<file path="src/rtl/zdr_pkg.sv">
// shared types, constants and sign folding functions for the zigzag delta row codec
// no dependencies; imported by zdr_apb_regs, zigzag_delta_row_codec, zdr_checker and the testbench
`default_nettype none

package zdr_pkg;

	localparam int unsigned ELEM_W          = 32;
	localparam int unsigned APB_DATA_W      = 32;
	localparam int unsigned APB_ADDR_W      = 4;
	localparam int unsigned SIGN_BIT_WIDE   = 31;
	localparam int unsigned SIGN_BIT_NARROW = 15;

	// register index, taken from paddr word bits
	typedef enum logic [1:0] {
		REG_DECODE_MODE   = 2'd0,
		REG_ZIGZAG_ENABLE = 2'd1,
		REG_WIDE_ELEMENTS = 2'd2,
		REG_UNUSED        = 2'd3
	} reg_idx_t;

	typedef struct packed {
		logic decode_mode;
		logic zigzag_enable;
		logic wide_elements;
	} cfg_t;

	typedef logic [ELEM_W-1:0] elem_t;

	// element width mask
	function automatic elem_t width_mask(input logic wide);
		width_mask = wide ? {ELEM_W{1'b1}} : {{(ELEM_W-16){1'b0}}, 16'hFFFF};
	endfunction

	// sign into bit 0: 0,-1,1,-2 -> 0,1,2,3
	function automatic elem_t fold_sign(input elem_t v, input logic wide);
		logic s;
		s = wide ? v[SIGN_BIT_WIDE] : v[SIGN_BIT_NARROW];
		fold_sign = ({v[ELEM_W-2:0], 1'b0} ^ {ELEM_W{s}}) & width_mask(wide);
	endfunction

	// inverse of fold_sign
	function automatic elem_t unfold_sign(input elem_t v, input logic wide);
		unfold_sign = ({1'b0, v[ELEM_W-1:1]} ^ {ELEM_W{v[0]}}) & width_mask(wide);
	endfunction

endpackage

`default_nettype wire

</file>
<file path="src/rtl/zdr_apb_regs.sv">
// apb configuration registers of the zigzag delta row codec
// depends on zdr_pkg for the register index and config types
`default_nettype none

module zdr_apb_regs (
	input  wire logic                            clk,
	input  wire logic                            arst_n,
	input  wire logic                            psel,
	input  wire logic                            penable,
	input  wire logic                            pwrite,
	input  wire logic [zdr_pkg::APB_ADDR_W-1:0]  paddr,
	input  wire logic [zdr_pkg::APB_DATA_W-1:0]  pwdata,
	output logic      [zdr_pkg::APB_DATA_W-1:0]  prdata,
	output logic                                 pready,
	output zdr_pkg::cfg_t                        cfg
);
	import zdr_pkg::*;

	cfg_t     cfg_q;
	reg_idx_t idx;
	logic     wr_en;

	assign pready = 1'b1;
	assign idx    = reg_idx_t'(paddr[3:2]);
	assign wr_en  = psel && penable && pwrite && pready;
	assign cfg    = cfg_q;

	// register writes, bit 0 only
	always_ff @(posedge clk or negedge arst_n) begin
		if (!arst_n) begin
			cfg_q <= '0;
		end else if (wr_en) begin
			unique case (idx)
				REG_DECODE_MODE:   cfg_q.decode_mode   <= pwdata[0];
				REG_ZIGZAG_ENABLE: cfg_q.zigzag_enable <= pwdata[0];
				REG_WIDE_ELEMENTS: cfg_q.wide_elements <= pwdata[0];
				default: ;
			endcase
		end
	end

	// read mux
	always_comb begin
		prdata = '0;
		unique case (idx)
			REG_DECODE_MODE:   prdata[0] = cfg_q.decode_mode;
			REG_ZIGZAG_ENABLE: prdata[0] = cfg_q.zigzag_enable;
			REG_WIDE_ELEMENTS: prdata[0] = cfg_q.wide_elements;
			default:           prdata    = '0;
		endcase
	end

endmodule

`default_nettype wire

</file>
<file path="src/rtl/zigzag_delta_row_codec.sv">
// zigzag delta row codec: an accepted element is held in s1, then its result is registered
// in s2 and offered on the master side
// throughput one item per cycle while m_tready is high; s_tready follows m_tready through the two stages
// input register s1, delta/sum logic, result register s2
// arst_n clears valid bits, previous value and config registers to zero
// depends on zdr_pkg and zdr_apb_regs
`default_nettype none

module zigzag_delta_row_codec (
	input  wire logic                            clk,
	input  wire logic                            arst_n,
	// slave side
	input  wire logic                            s_tvalid,
	output logic                                 s_tready,
	input  wire logic [31:0]                     s_tdata,  // [31:0] element_in
	input  wire logic                            s_tuser,  // [0] row_start
	// master side
	output logic                                 m_tvalid,
	input  wire logic                            m_tready,
	output logic      [31:0]                     m_tdata,  // [31:0] element_out
	output logic                                 m_tuser,  // [0] row_start_out
	// configuration
	input  wire logic                            psel,
	input  wire logic                            penable,
	input  wire logic                            pwrite,
	input  wire logic [zdr_pkg::APB_ADDR_W-1:0]  paddr,
	input  wire logic [zdr_pkg::APB_DATA_W-1:0]  pwdata,
	output logic      [zdr_pkg::APB_DATA_W-1:0]  prdata,
	output logic                                 pready
);
	import zdr_pkg::*;

	cfg_t  cfg;

	logic  valid_s1;
	elem_t elem_s1;
	logic  start_s1;

	logic  valid_s2;
	elem_t elem_s2;
	logic  start_s2;

	elem_t prev_q;

	logic  adv_s2;
	logic  load_s1;
	logic  move_s1;

	elem_t mask;
	elem_t x;
	elem_t prev;
	elem_t diff;
	elem_t addend;
	elem_t result;
	elem_t next_prev;

	zdr_apb_regs u_regs (
		.clk     (clk),
		.arst_n  (arst_n),
		.psel    (psel),
		.penable (penable),
		.pwrite  (pwrite),
		.paddr   (paddr),
		.pwdata  (pwdata),
		.prdata  (prdata),
		.pready  (pready),
		.cfg     (cfg)
	);

	// stage flow control
	assign adv_s2   = !valid_s2 || m_tready;
	assign move_s1  = valid_s1 && adv_s2;
	assign s_tready = !valid_s1 || adv_s2;
	assign load_s1  = s_tvalid && s_tready;

	// input register
	always_ff @(posedge clk or negedge arst_n) begin
		if (!arst_n) begin
			valid_s1 <= 1'b0;
		end else if (s_tready) begin
			valid_s1 <= s_tvalid;
		end
	end

	always_ff @(posedge clk) begin
		if (load_s1) begin
			elem_s1  <= s_tdata;
			start_s1 <= s_tuser;
		end
	end

	// delta encode or running sum decode
	always_comb begin
		mask   = width_mask(cfg.wide_elements);
		x      = elem_s1 & mask;
		prev   = prev_q & mask;
		diff   = (x - prev) & mask;
		addend = cfg.zigzag_enable ? unfold_sign(x, cfg.wide_elements) : x;
		if (start_s1) begin
			result    = x;
			next_prev = x;
		end else if (!cfg.decode_mode) begin
			result    = cfg.zigzag_enable ? fold_sign(diff, cfg.wide_elements) : diff;
			next_prev = x;
		end else begin
			result    = (prev + addend) & mask;
			next_prev = result;
		end
	end

	// previous raw value or running sum
	always_ff @(posedge clk or negedge arst_n) begin
		if (!arst_n) begin
			prev_q <= '0;
		end else if (move_s1) begin
			prev_q <= next_prev;
		end
	end

	// result register
	always_ff @(posedge clk or negedge arst_n) begin
		if (!arst_n) begin
			valid_s2 <= 1'b0;
		end else if (adv_s2) begin
			valid_s2 <= valid_s1;
		end
	end

	always_ff @(posedge clk) begin
		if (move_s1) begin
			elem_s2  <= result;
			start_s2 <= start_s1;
		end
	end

	assign m_tvalid = valid_s2;
	assign m_tdata  = elem_s2;
	assign m_tuser  = start_s2;

endmodule

`default_nettype wire

</file>
<file path="config.mk">
export PLATFORM = sky130hd
export DESIGN_NAME = zigzag_delta_row_codec
export DESIGN_NICKNAME = d
export VERILOG_FILES = /design/src/rtl/zdr_pkg.sv /design/src/rtl/zdr_apb_regs.sv /design/src/rtl/zigzag_delta_row_codec.sv
export SDC_FILE = /design/constraint.sdc
export NUM_CORES = 1
export LEC_CHECK = 0
export ABC_AREA = 1
export ABC_CLOCK_PERIOD_IN_PS = 3500
export BUFFER_PORTS_ARGS = -buffer_cell sky130_fd_sc_hd__buf_2
export CAP_MARGIN = 30
export CORE_ASPECT_RATIO = 0.9
export CORE_UTILIZATION = 35
export CTS_BUF_LIST = sky130_fd_sc_hd__clkbuf_8
export DETAILED_ROUTE_END_ITERATION = 8
export PLACE_DENSITY = 0.61
export SYNTH_ARGS = -nofsm -noshare
export SYNTH_HDL_FRONTEND = slang
export SYNTH_SLANG_ARGS = --single-unit
export TNS_END_PERCENT = 5
</file>
<file path="constraint.sdc">
create_clock -name clk -period 3.5 [get_ports clk]
set_clock_uncertainty 0.1 [all_clocks]
set_input_delay 0 -clock clk [delete_from_list [all_inputs] [get_ports clk]]
set_output_delay 0 -clock clk [all_outputs]
set_load 0.1 [all_outputs]
</file>
==> impl_summary.md <==
Run status
The run finished with clean final reports.

Setup path
The most numerous cell on the critical path is sky130_fd_sc_hd__nand2_1. The start point of the critical path is elem_s1[0]$_DFFE_PP_. For the worst setup path, the data arrival time is 3.38 ns. The critical path ends at m_tdata[19]$_DFFE_PP_. The master of the slowest instance on the critical path is sky130_fd_sc_hd__edfxtp_1. The setup slack on the worst flop-to-flop path is 0.19 ns. The worst setup path is launched from a flip-flop. For the worst flop-to-flop path, the logic depth is 17. The critical path data required time is 3.58 ns. The signal on the critical path passes through buf_4 > buf_4 > xnor2_1 > a21oi_1 > ha_1 > a21oi_1 > o21ai_0 > o21bai_2 > nand2_1 > nand2_2 > nand2_1 > nand2_1 > xor2_1 > nand2_1 > o21ai_0 > inv_1 > nand2_1.

The startpoint identified for the worst register-to-register timing path is elem_s1[0]$_DFFE_PP_. The peak fanout along the critical path is 6. The endpoint identified for the worst register-to-register timing path is m_tdata[19]$_DFFE_PP_. The critical path endpoint category is a flip-flop. The critical setup path kind is reg2reg. In this design, the stage delay of the slowest critical-path cell is between 0.4 and 0.5 ns.

GRT
The total congestion overflow after global routing is 0. The total routing resource utilization after global routing is 22.1%. The number of global-route vias before repair is 9,427. The initial antenna violation count is 0.

The first global-routing pass estimated approximately 50,000 um of wire. The maximum number of pins on one net before global-route repair is 54.

Timing
The fmax is 303 MHz. Setup repair after global routing could not meet its margin everywhere. The hold slack is 0.0504 ns. The number of setup violations in the final report is 0. The transition time at the pin with the least slew margin is 0.690 ns. The post-layout worst setup margin is 0.194 ns.

The worst-case headroom to the max-slew limit is between 50% and 60%. The setup TNS is 0 ns. The final period demand of the worst path is 3.31 ns. The fraction of the cycle the final worst path needs is ~94%. The final hold violation count is 0. The number of max-slew violations in the final report is 0.

Synthesis
By area, the combinational part of the netlist is dominated by simple AND/OR/NAND/NOR gates. The portion of synthesized area spent on multiplexers is 0%. The count of mapped cells out of synthesis is 1,552. After synthesis, the netlist uses 50 different library cells. The arithmetic-cell share of the synthesized area counting full adders, half adders and majority gates is 7.09%. sky130_fd_sc_hd__edfxtp_1 takes more of the synthesized area than any other cell. In this run, synthesis inferred 66 flip-flops with an integrated enable. Ranked by total cell area, the synthesized netlist is headed by sky130_fd_sc_hd__edfxtp_1, sky130_fd_sc_hd__nand2_1, sky130_fd_sc_hd__dfrtp_1, sky130_fd_sc_hd__inv_1, sky130_fd_sc_hd__a21oi_1. The post-synthesis xor/xnor area fraction is under 10%.

The flip-flop cell with the highest count after synthesis is sky130_fd_sc_hd__edfxtp_1. The area share of the largest cell type after synthesis is 19.3%. The mean cell area of the mapped netlist is about 6.6 sq um. Summing the areas of all compound-gate instances in the mapped netlist gives 15.4% of the synthesized area. After synthesis the cells add up to 10,300 sq um. In this run, synthesis produced a sequential element count of 103.

The async set or reset register ratio after synthesis is 35.9%. For this run, the number of Yosys warnings is 0. After Yosys synthesis, and, or, nand and nor cells account for a little under a third of the synthesized area.

The sequential share of the synthesized area is 28.3%.

Cells and area
The number of diodes is 0. The post-synthesis to final-layout area growth is 16.1%. The final layout contains 1,819 nets. The layout cell share with drive strength beyond 1 is 12.5%. The layout has 3,099 filler cells.

The final design instance area without fill is 11,900 sq um.

Clocking
TritonCTS built the clock tree. The total number of H-tree levels is 3. The maximum clock insertion buffer count is 2.

The clock reaches the later pin of the worst-skew pair after roughly 0.41 ns. The tree is rooted in a sky130_fd_sc_hd__clkbuf_8. The clock buffer count from CTS is 9. Clock-pin slew was measured on the worst setup and hold paths at 0.12 ns. The clock drives 103 sinks.

In this run the post-CTS setup repair buffer count came out at 0.

Placed design
The count of input and output buffers is 78. Routability-driven placement finished with a final weighted congestion of roughly 0.9. The wire-length estimate of the detail-placed layout is 26,500 um.

The cell area after placement is 11,200 sq um. Before CTS, the worst setup slack after placement is 0.156 ns.

Drt
The iteration-0 DRC count of the detailed router is slightly above 900. The first detailed-routing pass ran for 6 iterations. The number of vias per cell is 5.00. The number of nets with antenna violations after routing is 0. The top routing layer in use is met4. Detailed routing placed a total of roughly 13,000 um of wire on met2. The routed design has 32,600 um of wire. The met1 routed wirelength after detailed routing is 16,700 um. The vias after detailed routing is roughly 10,000. After detailed routing, the average wire length per cell comes to 15.6 um. In the routed design, unresolved DRC markers number 0. The total length of routed met3 wires is approximately 2600 um.

Pwr
Summed over all cells, the static leakage comes to 0.00597 uW. Power spread over the standard cell area amounts to 664 nW/um^2. Across the VDD grid, the largest voltage drop is 0.227 mV.

Die
Once the floorplan was initialized, standard cells occupied around 36% of the core. The region available for standard cell placement spans around 29,000 sq um. 144 I/O pins were placed.

The initialized floorplan defines 59 standard-cell rows. The die is about 180 um wide. The area enclosed by the die boundary is 30,000 sq um. The die is 164 um tall.

Job
The number of max-capacitance violations reported is 0.

Hold path
The kind of path behind the tightest hold check is in2reg.
## through the flow
step	cells	util, %	total power, uW
finish	2087	41.3	7910
global route	2087	41.3	8590
CTS	2087	41.0	7850
detailed placement	2027	38.8	6930
global placement	2026	38.7	6880
floorplan	1582	-	5790
## flip-flops by register name (all words and copies together), names as in the netlist
signal and count:
elem_s1 32, m_tdata 32, prev_q 32, u_regs.cfg 3
m_tuser 1, m_tvalid 1, start_s1 1, valid_s1 1
## cell usage after synthesis (2+ instances only)
cell type / count
sky130_fd_sc_hd__a21o_1: 2
sky130_fd_sc_hd__a21oi_1: 141
sky130_fd_sc_hd__a22oi_1: 21
sky130_fd_sc_hd__a31oi_1: 7
sky130_fd_sc_hd__and2_1: 4
sky130_fd_sc_hd__buf_1: 3
sky130_fd_sc_hd__buf_2: 9
sky130_fd_sc_hd__buf_4: 34
sky130_fd_sc_hd__buf_6: 7
sky130_fd_sc_hd__clkbuf_1: 26
sky130_fd_sc_hd__clkinv_1: 2
sky130_fd_sc_hd__conb_1: 2
sky130_fd_sc_hd__dfrtp_1: 37
sky130_fd_sc_hd__edfxtp_1: 66
sky130_fd_sc_hd__fa_1: 2
sky130_fd_sc_hd__ha_1: 55
sky130_fd_sc_hd__inv_1: 198
sky130_fd_sc_hd__inv_2: 7
sky130_fd_sc_hd__nand2_1: 453
sky130_fd_sc_hd__nand2_2: 12
sky130_fd_sc_hd__nand2_4: 2
sky130_fd_sc_hd__nand3_1: 120
sky130_fd_sc_hd__nand3_2: 7
sky130_fd_sc_hd__nand3b_1: 10
sky130_fd_sc_hd__nand4_1: 16
sky130_fd_sc_hd__nor2_1: 119
sky130_fd_sc_hd__nor2_2: 6
sky130_fd_sc_hd__nor2_4: 2
sky130_fd_sc_hd__nor3_1: 12
sky130_fd_sc_hd__o211ai_1: 3
sky130_fd_sc_hd__o21a_1: 7
sky130_fd_sc_hd__o21ai_0: 69
sky130_fd_sc_hd__o21ai_1: 5
sky130_fd_sc_hd__o21bai_1: 10
sky130_fd_sc_hd__o21bai_2: 2
sky130_fd_sc_hd__o22ai_1: 9
sky130_fd_sc_hd__xnor2_1: 29
sky130_fd_sc_hd__xor2_1: 22
sky130_fd_sc_hd__xor2_2: 3
## where the power goes
group	internal, uW	switching, uW	total, uW
clock network	341	509	850
registers	1580	206	1790
logic	1600	3670	5270
total	3530	4390	7910
## cells by family after synthesis
family,Yosys count
compound gates,282
xor+xnor,54
fa+ha+maj,57
buf+inv,286
flops,103
other cells,2
simple gates,768
## what timing repair did
item | CTS | global route
endpoints found under the setup margin | 0 | 22
resized for setup | 0 | 26
endpoints found under the hold margin | 75 | 0
hold buffers | 44 | 0
## worst min path at each step
stage,start,endpoint,slack (ns),cells after the start
final,penable,u_regs.cfg[1]$_DFFE_PN0P_,0.05,5
after CTS,penable,u_regs.cfg[1]$_DFFE_PN0P_,0.02,5
after global placement,arst_n,prev_q[29]$_DFFE_PN0P_,0.01,2
after floorplan,arst_n,m_tvalid$_DFFE_PN0P_,-0.40,0
after global routing,penable,u_regs.cfg[1]$_DFFE_PN0P_,0.07,5
after detailed placement,arst_n,prev_q[29]$_DFFE_PN0P_,0.004,2
## placed cells by master, fill, tap and decap left out, types with 6 or more instances in the layout
cell,count
sky130_fd_sc_hd__o21bai_1,9
sky130_fd_sc_hd__o21a_1,7
sky130_fd_sc_hd__nand3_2,10
sky130_fd_sc_hd__conb_1,32
sky130_fd_sc_hd__ha_1,52
sky130_fd_sc_hd__inv_2,8
sky130_fd_sc_hd__nand4_1,16
sky130_fd_sc_hd__a31oi_1,7
sky130_fd_sc_hd__o22ai_1,9
sky130_fd_sc_hd__nor2_1,119
sky130_fd_sc_hd__nor3_1,12
sky130_fd_sc_hd__nand3b_1,10
sky130_fd_sc_hd__a22oi_1,21
sky130_fd_sc_hd__xor2_1,21
sky130_fd_sc_hd__inv_1,197
sky130_fd_sc_hd__nand3_1,117
sky130_fd_sc_hd__buf_4,46
sky130_fd_sc_hd__nand2_1,447
sky130_fd_sc_hd__clkbuf_8,9
sky130_fd_sc_hd__nor2_2,6
sky130_fd_sc_hd__dfrtp_1,35
sky130_fd_sc_hd__o21ai_1,7
sky130_fd_sc_hd__a21oi_1,139
sky130_fd_sc_hd__nand2_2,18
sky130_fd_sc_hd__buf_2,78
sky130_fd_sc_hd__dlygate4sd3_1,44
sky130_fd_sc_hd__o21ai_0,64
sky130_fd_sc_hd__edfxtp_1,66
sky130_fd_sc_hd__xnor2_1,29
## layer usage
layer	up-vias	track usage, %
li1	5291	-
met1	4772	34.3
met2	363	32.0
met3	16	3.29
met4	0	3.74
met5	-	0
## critical path, delay by kind of cell (launching register included)
kind	cells	cell delay [ns]
AO/OA/AOI/OAI	5	0.82
AND/OR/NAND/NOR	6	0.57
XOR/XNOR	2	0.31
flip-flops	1	0.42
buffers and inverters	3	0.48
adder cells (fa/ha/maj)	1	0.36
## cell type report
| cell class | count | area [sq um] | area share (%) |
|---|---|---|---|
| flip-flops and latches | 103 | 2910 | 24.4 |
| clock inverters | 7 | 78.8 | 0.661 |
| clock buffers | 9 | 124 | 1.04 |
| well taps | 396 | 495 | 4.16 |
| repair buffers | 172 | 1250 | 10.5 |
| inverters | 207 | 777 | 6.52 |
| multi-input cells | 1193 | 6280 | 52.7 |
Power figures use the tool's default switching activity.
